`config.mk`:
```
export PLATFORM = sky130hd
export DESIGN_NAME = pbcp_cell
export DESIGN_NICKNAME = d
export VERILOG_FILES = /design/src/rtl/pbcp_pkg.sv /design/src/rtl/pbcp_cell.sv
export SDC_FILE = /design/constraint.sdc
export NUM_CORES = 1
export LEC_CHECK = 0
export ABC_AREA = 1
export BUFFER_PORTS_ARGS = -buffer_cell sky130_fd_sc_hd__buf_2
export CORE_MARGIN = 5
export CORE_UTILIZATION = 45
export DETAILED_ROUTE_END_ITERATION = 8
export GPL_TIMING_DRIVEN = 0
export MAX_ROUTING_LAYER = met4
export PLACE_DENSITY = 0.86
export REMOVE_ABC_BUFFERS = 1
export SLEW_MARGIN = 30
export SYNTH_ARGS = -nofsm -noshare
export SYNTH_HDL_FRONTEND = slang
export SYNTH_SLANG_ARGS = --single-unit
```
`constraint.sdc`:
```
create_clock -name clk -period 19.1 [get_ports clk]
set_input_delay 4.775 -clock clk [delete_from_list [all_inputs] [get_ports clk]]
set_output_delay 4.775 -clock clk [all_outputs]
set_load 0.01 [all_outputs]
```
`src/rtl/pbcp_pkg.sv`:
```
// shared types and constants for the pinned block cache policy
package pbcp_pkg;

  localparam int DEPTH = 64;
  localparam int BLOCK_W = 32;
  localparam int PIN_W = 16;
  localparam int SLOT_W = 6;
  localparam int STATUS_W = 3;
  localparam int CAP_W = 7;
  localparam int USED_W = $clog2(DEPTH + 1);

  localparam logic [PIN_W-1:0] PIN_MAX = {PIN_W{1'b1}};
  localparam logic [CAP_W-1:0] CAP_RESET = CAP_W'(64);
  localparam logic [USED_W-1:0] DEPTH_USED = USED_W'(DEPTH);

  localparam logic CMD_ACQUIRE = 1'b0;
  localparam logic CMD_RELEASE = 1'b1;

  localparam logic [STATUS_W-1:0] ST_HIT = 3'd0;
  localparam logic [STATUS_W-1:0] ST_MISS_LOADED = 3'd1;
  localparam logic [STATUS_W-1:0] ST_NO_ROOM = 3'd2;
  localparam logic [STATUS_W-1:0] ST_RELEASED = 3'd3;
  localparam logic [STATUS_W-1:0] ST_NOT_FOUND = 3'd4;

  typedef struct packed {
    logic [BLOCK_W-1:0] block;
    logic [PIN_W-1:0] pins;
    logic [SLOT_W-1:0] slot;
  } entry_t;

  typedef enum logic [2:0] {
    OP_NONE,
    OP_RELEASE,
    OP_HIT,
    OP_APPEND,
    OP_EVICT
  } op_t;

  // broadcast from the controller to every cell
  typedef struct packed {
    logic cmp_en;
    op_t op;
    entry_t fill;
  } cell_cmd_t;

  typedef enum logic [1:0] {
    S_IDLE,
    S_COMPARE,
    S_EXEC
  } state_t;

  function automatic logic [PIN_W-1:0] pin_inc(input logic [PIN_W-1:0] p);
    pin_inc = (p == PIN_MAX) ? p : p + PIN_W'(1);
  endfunction

endpackage

```
`src/rtl/pbcp_cell.sv`:
```
// one queue position: entry storage, key compare and neighbor moves
module pbcp_cell (
  input  logic              clk,
  input  logic              rst,
  input  pbcp_pkg::cell_cmd_t cmd,
  input  pbcp_pkg::entry_t  left_entry,
  input  logic              left_valid,
  input  logic              left_match,
  input  pbcp_pkg::entry_t  right_entry,
  input  logic              right_valid,
  output pbcp_pkg::entry_t  entry,
  output logic              valid,
  output logic              match
);
  import pbcp_pkg::*;

  entry_t entry_next;
  logic   valid_next;
  logic   match_next;

  always_comb begin
    entry_next = entry;
    valid_next = valid;
    match_next = match;
    if (cmd.cmp_en) begin
      match_next = valid && (entry.block == cmd.fill.block);
    end
    unique case (cmd.op)
      OP_RELEASE: begin
        if (match && entry.pins != '0) begin
          entry_next.pins = entry.pins - PIN_W'(1);
        end
      end
      OP_HIT: begin
        // hit entry trades places with its tail-side neighbor
        if (match && right_valid) begin
          entry_next = right_entry;
        end else if (match) begin
          entry_next.pins = pin_inc(entry.pins);
        end else if (left_match && valid) begin
          entry_next = left_entry;
          entry_next.pins = pin_inc(left_entry.pins);
        end
      end
      OP_APPEND: begin
        if (!valid && left_valid) begin
          entry_next = cmd.fill;
          valid_next = 1'b1;
        end
      end
      OP_EVICT: begin
        // whole queue moves one toward the head, last valid cell takes the new block
        if (valid && right_valid) begin
          entry_next = right_entry;
        end else if (valid) begin
          entry_next = cmd.fill;
        end
      end
      default: begin
      end
    endcase
  end

  always_ff @(posedge clk) begin
    entry <= entry_next;
    if (rst) begin
      valid <= 1'b0;
      match <= 1'b0;
    end else begin
      valid <= valid_next;
      match <= match_next;
    end
  end

endmodule

```
==> results of run 1 <==
worst reg2reg max path, delay by kind of cell (launching register included):
kind            cells  cell delay [ns]
buf+inv             7             1.43
compound gates      1             0.80
flops               1             0.77
simple gates        1             0.61
kinds of logic (layout without fill, tap and decap cells):
logic type                 Yosys count  after routing  share of synthesized area [%]
other                                0              2                              0
adders and majority gates            4              4                         0.8656
buffers and inverters              134            333                          10.50
and+or+nand+nor                    464            464                          34.54
AOI/OAI and AO/OA                  213            213                          20.97
xor gates and xnor gates            29             29                          4.393
DFF                                 56             56                          28.74
power breakdown:
| group | internal, mW | total, mW | switching [mW] |
|---|---|---|---|
| registers | 0.150 | 0.161 | 0.0114 |
| logic | 0.0460 | 0.113 | 0.0665 |
| clock network | 0.0747 | 0.121 | 0.0463 |
| total | 0.270 | 0.395 | 0.124 |
layout by cell type (no fill, tap or decap), types with 10 or more instances in the layout:
cell type    n
a21oi_1     73
a22oi_1     26
buf_2      235
edfxtp_1    54
inv_1       79
nand2_1    284
nand3_1     56
nand4_1     11
nor2_1      61
nor2_2      12
nor3_1      11
o211ai_1    10
o21ai_0     75
o21ai_1     12
xnor2_1     14
xor2_1      15
flip-flops by register name (all words and copies together) (netlist names):
name and flops:
entry 54, match 1, valid 1
worst max path at each step:
stage	start	endpoint	slack, ns	cells past startpoint
4_1_cts	cmd[54]	entry[24]	11.15	13
5_1_grt	cmd[54]	entry[22]	10.97	13
6_report	cmd[54]	entry[24]	11.15	13
3_3_place_gp	cmd[54]	entry[26]	2.72	6
2_1_floorplan	cmd[54]	entry[0]	6.83	5
3_5_place_dp	cmd[54]	entry[26]	10.86	13
cell usage after synthesis:
cell       count  area, µm²
clkbuf_1      14      52.55
or2_0          1      6.260
ha_1           4      50.05
or2_2          7      43.79
nor2_1        61      229.0
nand2_2        8      50.05
inv_1         82      307.8
a221o_1        8      80.08
nand4_1       11      68.82
inv_2          6      22.52
a21oi_1       74      370.4
edfxtp_1      54       1622
nor2_2        12      75.07
nand2_1      285       1070
a2111oi_0      1      8.760
nor3_2         1      10.01
buf_1          2      7.510
o21ai_0       75      375.4
o21bai_1       1      7.510
nand3_1       57      285.3
a22oi_1       26      195.2
nand3b_1       1      7.510
o211ai_1      10      75.07
xnor2_1       14      122.6
xor2_1        15      131.4
o22ai_1        3      18.77
o21ai_1       12      60.06
clkinv_1       1      3.750
nand3_2        4      40.04
buf_2         17      85.08
clkbuf_8       3      41.29
buf_6          5      56.30
o31ai_1        2      15.01
buf_4          4      30.03
a31oi_1        1      6.260
dfxtp_1        2      40.04
nor3_1        11      55.05
nor2_4         5      56.30
layout make-up:
class,count,area (µm²)
multi-input combinational,710,3536
sequential,56,1662
timing repair buffer,237,1211
tap,172,215.2
antenna,2,5.005
clock inverter,2,60.06
inverter,89,336.6
fill,1281,5469
clock buffer,5,125.1
routing by layer:
layer | global-route usage (%) | wire length [µm]
met5 | - | 0
met4 | 8.304 | 522
met3 | 7.274 | 2212
met2 | 45.70 | 9953
met1 | 28.82 | 7473
==> results.sh, run 1 <==
export IMPL_r2r_end="entry[24]"
export IMPL_io_buffers=226
export IMPL_maxSlewViolCount=0
export IMPL_postSynthCellCount=900
export IMPL_overflow=0
export IMPL_syn_area_per_cell_um2=6.424
export IMPL_cts_setup_buffers=0
export IMPL_cts_made_buffers=5
export IMPL_p_leak_nw=3.574
export IMPL_detailroute_via_count=6906
export IMPL_final_nets=1274
export IMPL_hold_viol_final=0
export IMPL_r2r_setup_slack_ns=15.20
export IMPL_max_freq_mhz=125.8
export IMPL_ys_ff_latch=56
export IMPL_antenna_found_initial=2
export IMPL_die_area_um2=15220
export IMPL_cts_clk_slew_worst_paths_ns=0.08
export IMPL_worst_ir_drop_vdd_uv=38.68
export IMPL_finalNonFillerCells=1273
export IMPL_root_buffer="clkbuf_16"
export IMPL_drive_gt1_share_pct=26.75
export IMPL_htreeDepth=2
export IMPL_grt_pass1_wl_um=30680
export IMPL_grt_util_all_layers_pct=26.13
export IMPL_post_place_ws_ns=10.86
export IMPL_rsz0062_at_grt="no"
export IMPL_yosysUniqueCellTypes=38
export IMPL_reg2reg_depth=9
export IMPL_route_detailed_drc=0
export IMPL_holdPathEnd="valid"
export IMPL_grt_max_degree=65
export IMPL_crit_required_ns=19.10
export IMPL_skew_ns=0.007433
export IMPL_max_stage_delay_ns=0.60
export IMPL_syn_area_um2=5782
export IMPL_slew_limit_headroom_pct=37.56
export IMPL_core_area_um2=12620
export IMPL_crit_fanout=22
export IMPL_finalCritPeriodShare_pct=41.63
export IMPL_io_pins=227
export IMPL_grt_pass1_vias=6424
export IMPL_cts_resized=0
export IMPL_endpoint_kind="register"
export IMPL_chipHeight_um=123.4
export IMPL_min_path_cells=2
export IMPL_path_class="in2reg"
export IMPL_clkSinkCount=56
export IMPL_fin_hold_ws_ns=0.5649
export IMPL_insertion_delay_ns=0.29
export IMPL_floorplan_initialDensity_pct=45.82
export IMPL_dp_hpwl_um=15210
export IMPL_setup_viol=0
export IMPL_path_delay_family="buffers and inverters"
export IMPL_slowest_stage="a2111oi_2"
export IMPL_p_per_area_nw_per_um2=55.19
export IMPL_postRouteAntennaNets=0
export IMPL_yosys_warnings=0
export IMPL_clockBufferDepth=2
export IMPL_place_inst=1264
export IMPL_drtIter0Drc=462
export IMPL_routabilityCongestion=0.9327
export IMPL_status="completed"
export IMPL_cap_violations=0
export IMPL_cts_tree="done"
export IMPL_hold_buffers=0
export IMPL_min_delay_start="valid"
export IMPL_row_count=41
export IMPL_area_growth_syn_to_layout_pct=23.67
export IMPL_firstDrtPassIters=5
export IMPL_ys_seq_area_share_pct=28.74
export IMPL_placed_area_um2=6960
export IMPL_wirelength_um=20160
export IMPL_crit_arrival_ns=7.95
export IMPL_viasPerCell=5.425
export IMPL_wl_per_cell_um=15.84
export IMPL_die_x_um=123.4
export IMPL_power_total_uw=394.6
export IMPL_setup_ws_ns=11.15
export IMPL_worstMarginPinSlew_ns=0.9352
export IMPL_path_cells="buf_2 > inv_1 > nand3_2 > nand2_1 > nor2_2 > a2111oi_2 > buf_2 > buf_2 > buf_2 > buf_2 > buf_2 > buf_2 > buf_2"
export IMPL_final_util_pct=56.66
export IMPL_fin_crit_ns=7.951
export IMPL_r2r_start="match"
export IMPL_stdcell_area_um2=7151
export IMPL_cpMostUsedCell="buf_2"
export IMPL_fin_tns_setup_ns=0
export IMPL_crit_buf_inv=9
export IMPL_cp_start_kind="input port"
export IMPL_hp_class="reg2reg"
No activity file was read; power rests on OpenSTA's default activity.
==> inputs of run 2 (changes only) <==
PLACE_DENSITY = 0.89   (was 0.86)
clock period = 6.7 ns   (was 19.1 ns; I/O delays follow)
==> results.sh, run 2 (synthesis results as in run 1) <==
export IMPL_antenna_found_initial=3
export IMPL_floorplan_initialDensity_pct=45.82
export IMPL_clkSinkCount=56
export IMPL_met3_usage_pct=4.346
export IMPL_wl_per_cell_um=16.08
export IMPL_max_freq_mhz=217.5
export IMPL_die_x_um=123.4
export IMPL_overflow=0
export IMPL_cap_violations=0
export IMPL_grt_util_all_layers_pct=26.58
export IMPL_hold_buffers=0
export IMPL_met1_usage_pct=29.93
export IMPL_postRouteAntennaNets=0
export IMPL_area_growth_syn_to_layout_pct=23.24
export IMPL_worstMarginPinSlew_ns=0.9451
export IMPL_crit_fanout=22
export IMPL_fin_tns_setup_ns=0
export IMPL_routabilityCongestion=0.9357
export IMPL_cts_clk_slew_worst_paths_ns=0.08
export IMPL_clockBufferDepth=2
export IMPL_hold_viol_final=0
export IMPL_htreeDepth=2
export IMPL_drive_gt1_share_pct=26.64
export IMPL_cts_made_buffers=5
export IMPL_switching_share_pct=32.64
export IMPL_path_class="in2reg"
export IMPL_grt_pass1_wl_um=31250
export IMPL_finalCritPeriodShare_pct=68.61
export IMPL_slew_limit_headroom_pct=36.90
export IMPL_grt_max_degree=65
export IMPL_dp_hpwl_um=15450
export IMPL_power_frac_clock_pct=28.1
export IMPL_switchingPower_uw=355.2
export IMPL_die_area_um2=15220
export IMPL_io_buffers=226
export IMPL_viasPerCell=5.412
export IMPL_detailroute_via_count=6900
export IMPL_cts_tree="done"
export IMPL_core_area_um2=12620
export IMPL_place_inst=1264
export IMPL_root_buffer="clkbuf_16"
export IMPL_insertion_delay_ns=0.29
export IMPL_chipHeight_um=123.4
export IMPL_pwr_share_comb_pct=29.6
export IMPL_fin_crit_ns=4.597
export IMPL_p_per_area_nw_per_um2=152.7
export IMPL_grt_use_met2_pct=48.25
export IMPL_cts_resized=0
export IMPL_final_nets=1274
export IMPL_io_pins=227
export IMPL_crit_arrival_ns=4.60
export IMPL_setup_viol=0
export IMPL_seqPwrFrac_pct=42.3
export IMPL_wirelength_um=20500
export IMPL_row_count=41
export IMPL_drtIter0Drc=557
export IMPL_status="completed"
export IMPL_worst_ir_drop_vdd_uv=92.72
export IMPL_hp_class="reg2reg"
export IMPL_n_fill_cell=1257
export IMPL_largest_reg_flops=54
export IMPL_skew_ns=0.004252
export IMPL_maxSlewViolCount=0
export IMPL_endpoint_kind="register"
export IMPL_route_detailed_drc=0
export IMPL_regMostFlops="entry"
export IMPL_finalNonFillerCells=1275
export IMPL_cts_setup_buffers=0
export IMPL_grt_pass1_vias=6588
export IMPL_layout_commonest_cell="nand2_1"
export IMPL_cp_start_kind="input port"
export IMPL_layout_common_cells="284 x nand2_1, 234 x buf_2, 79 x inv_1"
export IMPL_crit_required_ns=6.71
export IMPL_p_leak_nw=3.560
export IMPL_grt_busiest_layer="met2"
export IMPL_rsz0062_at_grt="no"
export IMPL_firstDrtPassIters=5
export IMPL_reg_largest_list="entry (54), match (1), valid (1)"
export IMPL_cellInternalPower_uw=732.9
run 2: cell types whose count changed in the layout (fill, tap and decap cells not counted), sizes merged:
cell | before | now
bufinv | 2 | 1
clkinv | 1 | 3
diode | 2 | 3
run 2: area by class of cell:
type / instances / area [µm²] / area share (%)
Multi-Input combinational cell: 710 / 3536 / 49.62
Sequential cell: 56 / 1662 / 23.32
Timing Repair Buffer: 237 / 1206 / 16.93
Inverter: 89 / 336.6 / 4.723
Tap cell: 172 / 215.2 / 3.020
Clock buffer: 5 / 125.1 / 1.756
Clock inverter: 3 / 37.54 / 0.5268
Antenna cell: 3 / 7.507 / 0.1054
run 2: path summary, 6_finish.rpt:
path | to | slack (ns) | cells past startpoint | from
max | entry[27] | 2.10 | 11 | cmd[54]
min | valid | 0.57 | 2 | valid
max reg2reg | entry[27] | 3.10 | 7 | match
min reg2reg | valid | 0.57 | 2 | valid
run 2: metrics by stage:
| stage | hold WS [ns] | utilization [%] | power, mW | area, µm² | worst slack [ns] |
|---|---|---|---|---|---|
| after global placement | 0.5314 | 54.32 | 0.7765 | 6855 | -7.150 |
| after floorplan | 0.5333 | - | 0.6382 | 5509 | -2.472 |
| final | 0.5663 | 56.46 | 1.088 | 7126 | 2.103 |
| after CTS | 0.5599 | 56.37 | 1.086 | 7113 | 1.829 |
| after detailed placement | 0.5470 | 55.08 | 0.7860 | 6950 | 1.526 |
| after global routing | 0.6048 | 56.46 | 1.145 | 7126 | 1.938 |
run 2: power groups by stage:
stage	clock network, mW	logic (mW)	registers [mW]
CTS	0.307	0.320	0.459
finish	0.305	0.322	0.460
global placement	0	0.304	0.473
global route	0.324	0.357	0.465
detailed placement	0	0.319	0.467
floorplan	0	0.159	0.479
run 2: critical path: stages:
cell,delay (ns)
buf_2,0.10
inv_1,0.12
nand3_2,0.46
nand2_1,0.30
nor2_2,0.20
a2111oi_2,0.61
buf_2,0.32
buf_2,0.21
buf_2,0.20
buf_2,0.21
buf_2,0.19
run 2: per-layer routing:
layer | part of all wire [%] | vias up | wire length [µm]
met5 | 0 | - | 0
met4 | 2.1 | 0 | 421
met3 | 9.1 | 35 | 1875
met2 | 52 | 365 | 10570
met1 | 37 | 3083 | 7639
li1 | - | 3417 | -
==> inputs of run 3 (changes only) <==
clock period = 4.19 ns   (was 6.7 ns; I/O delays follow)
==> results.sh, run 3 (synthesis results as in run 1) <==
export IMPL_slew_limit_headroom_pct=36.38
export IMPL_switchingPower_uw=567.6
export IMPL_cellInternalPower_mw=1.172
export IMPL_firstDrtPassIters=5
export IMPL_routabilityCongestion=0.9357
export IMPL_p_per_area_nw_per_um2=244.1
export IMPL_holdPathEnd="valid"
export IMPL_hold_buffers=0
export IMPL_htreeDepth=2
export IMPL_grt_max_degree=65
export IMPL_max_freq_mhz=251.6
export IMPL_viasPerCell=5.428
export IMPL_r2r_setup_slack_ns=0.58
export IMPL_fin_hold_ws_ns=0.5651
export IMPL_setup_ws_ns=0.2153
export IMPL_skew_ns=0.002848
export IMPL_chipHeight_um=123.4
export IMPL_seqPwrFrac_pct=42.3
export IMPL_cap_violations=0
export IMPL_post_place_ws_ns=-0.3569
export IMPL_status="completed"
export IMPL_crit_arrival_ns=3.98
export IMPL_endpoint_kind="register"
export IMPL_path_delay_family="buffers and inverters"
export IMPL_cp_depth=11
export IMPL_detailroute_via_count=6921
export IMPL_crit_buf_inv=7
export IMPL_r2r_end="entry[27]"
export IMPL_final_seq_area_um2=1662
export IMPL_grt_pass1_vias=6602
export IMPL_reg2reg_depth=7
export IMPL_cpMostUsedCell="buf_2"
export IMPL_pwr_share_comb_pct=29.6
export IMPL_fin_tns_setup_ns=0
export IMPL_final_nets=1274
export IMPL_switching_share_pct=32.63
export IMPL_wirelength_um=20550
export IMPL_layout_commonest_cell="nand2_1"
export IMPL_fin_crit_ns=3.975
export IMPL_cp_start_kind="input port"
export IMPL_antenna_found_initial=3
export IMPL_cts_tree="done"
export IMPL_wl_per_cell_um=16.12
export IMPL_largest_reg_flops=54
export IMPL_io_buffers=226
export IMPL_route_detailed_drc=0
export IMPL_row_count=41
export IMPL_insertion_delay_ns=0.29
export IMPL_setup_viol=0
export IMPL_worstMarginPinSlew_ns=0.9529
export IMPL_postRouteAntennaNets=0
export IMPL_core_area_um2=12620
export IMPL_regMostFlops="entry"
export IMPL_floorplan_initialDensity_pct=45.82
export IMPL_cts_made_buffers=5
export IMPL_drive_gt1_share_pct=26.64
export IMPL_r2r_start="match"
export IMPL_clockBufferDepth=2
export IMPL_grt_util_all_layers_pct=26.73
export IMPL_grt_pass1_wl_um=31380
export IMPL_power_frac_clock_pct=28.0
export IMPL_hold_viol_final=0
export IMPL_rsz0062_at_grt="no"
export IMPL_n_fill_cell=1257
export IMPL_min_path_cells=2
export IMPL_worst_ir_drop_vdd_uv=149.4
export IMPL_path_cells="buf_2 > inv_1 > nand3_2 > nand2_1 > nor2_2 > a2111oi_2 > buf_2 > buf_2 > buf_2 > buf_2 > buf_2"
export IMPL_maxSlewViolCount=0
export IMPL_area_growth_syn_to_layout_pct=23.24
export IMPL_overflow=0
export IMPL_power_total_mw=1.740
export IMPL_slowest_stage="a2111oi_2"
export IMPL_multi_input_area_um2=3536
export IMPL_crit_required_ns=4.20
export IMPL_die_area_um2=15220
export IMPL_finalCritPeriodShare_pct=94.86
export IMPL_cts_clk_slew_worst_paths_ns=0.08
export IMPL_die_x_um=123.4
export IMPL_io_pins=227
export IMPL_root_buffer="clkbuf_16"
export IMPL_reg_largest_list="entry (54), match (1), valid (1)"
export IMPL_p_leak_nw=3.560
export IMPL_cts_resized=1
export IMPL_dp_hpwl_um=15450
export IMPL_layout_common_cells="284 x nand2_1, 234 x buf_2, 79 x inv_1"
export IMPL_cts_setup_buffers=0
export IMPL_max_stage_delay_ns=0.62
export IMPL_crit_fanout=22
export IMPL_finalNonFillerCells=1275
export IMPL_clkSinkCount=56
export IMPL_drtIter0Drc=505
export IMPL_min_delay_start="valid"
export IMPL_path_class="in2reg"
export IMPL_place_inst=1264
export IMPL_hp_class="reg2reg"
-- run 3: cell counts in the layout (fill, tap and decap cells not counted) --
No cell type changed its count.
-- run 3: worst max path at each step --
stage                        from        end  slack [ns]
after floorplan           cmd[54]   entry[0]       -4.35
final                     cmd[54]  entry[27]        0.22
after CTS                 cmd[54]  entry[27]        0.31
after global routing      cmd[54]  entry[25]        0.04
after global placement    cmd[54]  entry[25]       -9.03
after detailed placement  cmd[54]  entry[25]       -0.36
-- run 3: layout make-up --
type / count / area share (%)
multi-input cells: 710 / 49.62
well taps: 172 / 3.020
repair buffers: 237 / 16.93
diodes: 3 / 0.1054
flip-flops and latches: 56 / 23.32
inverters: 89 / 4.723
clock buffers: 5 / 1.756
clock inverters: 3 / 0.5268
-- run 3: power by group through the flow --
stage          logic [mW]  clock network, mW  registers [mW]
6_report            0.516              0.488           0.736
5_1_grt             0.571              0.518           0.743
4_1_cts             0.512              0.491           0.735
3_5_place_dp        0.510                  0           0.747
3_3_place_gp        0.486                  0           0.756
2_1_floorplan       0.255                  0           0.766
-- run 3: worst reg2reg max path, stage by stage (launching register included) --
cell,delay (ns)
dfxtp_1,0.76
nand2_4,0.60
a2111oi_2,0.82
buf_2,0.32
buf_2,0.22
buf_2,0.20
buf_2,0.21
buf_2,0.19
-- run 3: through the flow --
stage,utilization [%],instance area [µm²]
5_1_grt,56.46,7126
3_3_place_gp,54.32,6855
3_5_place_dp,55.08,6950
6_report,56.46,7126
2_1_floorplan,-,5509
4_1_cts,56.40,7118
-- run 3: layer usage --
metal | up-vias | global-route usage [%] | wire length (µm)
met1 | 3104 | 29.82 | 7725
met2 | 362 | 48.76 | 10550
met3 | 35 | 4.483 | 1865
li1 | 3420 | - | -
met4 | 0 | 8.028 | 410
met5 | - | - | 0
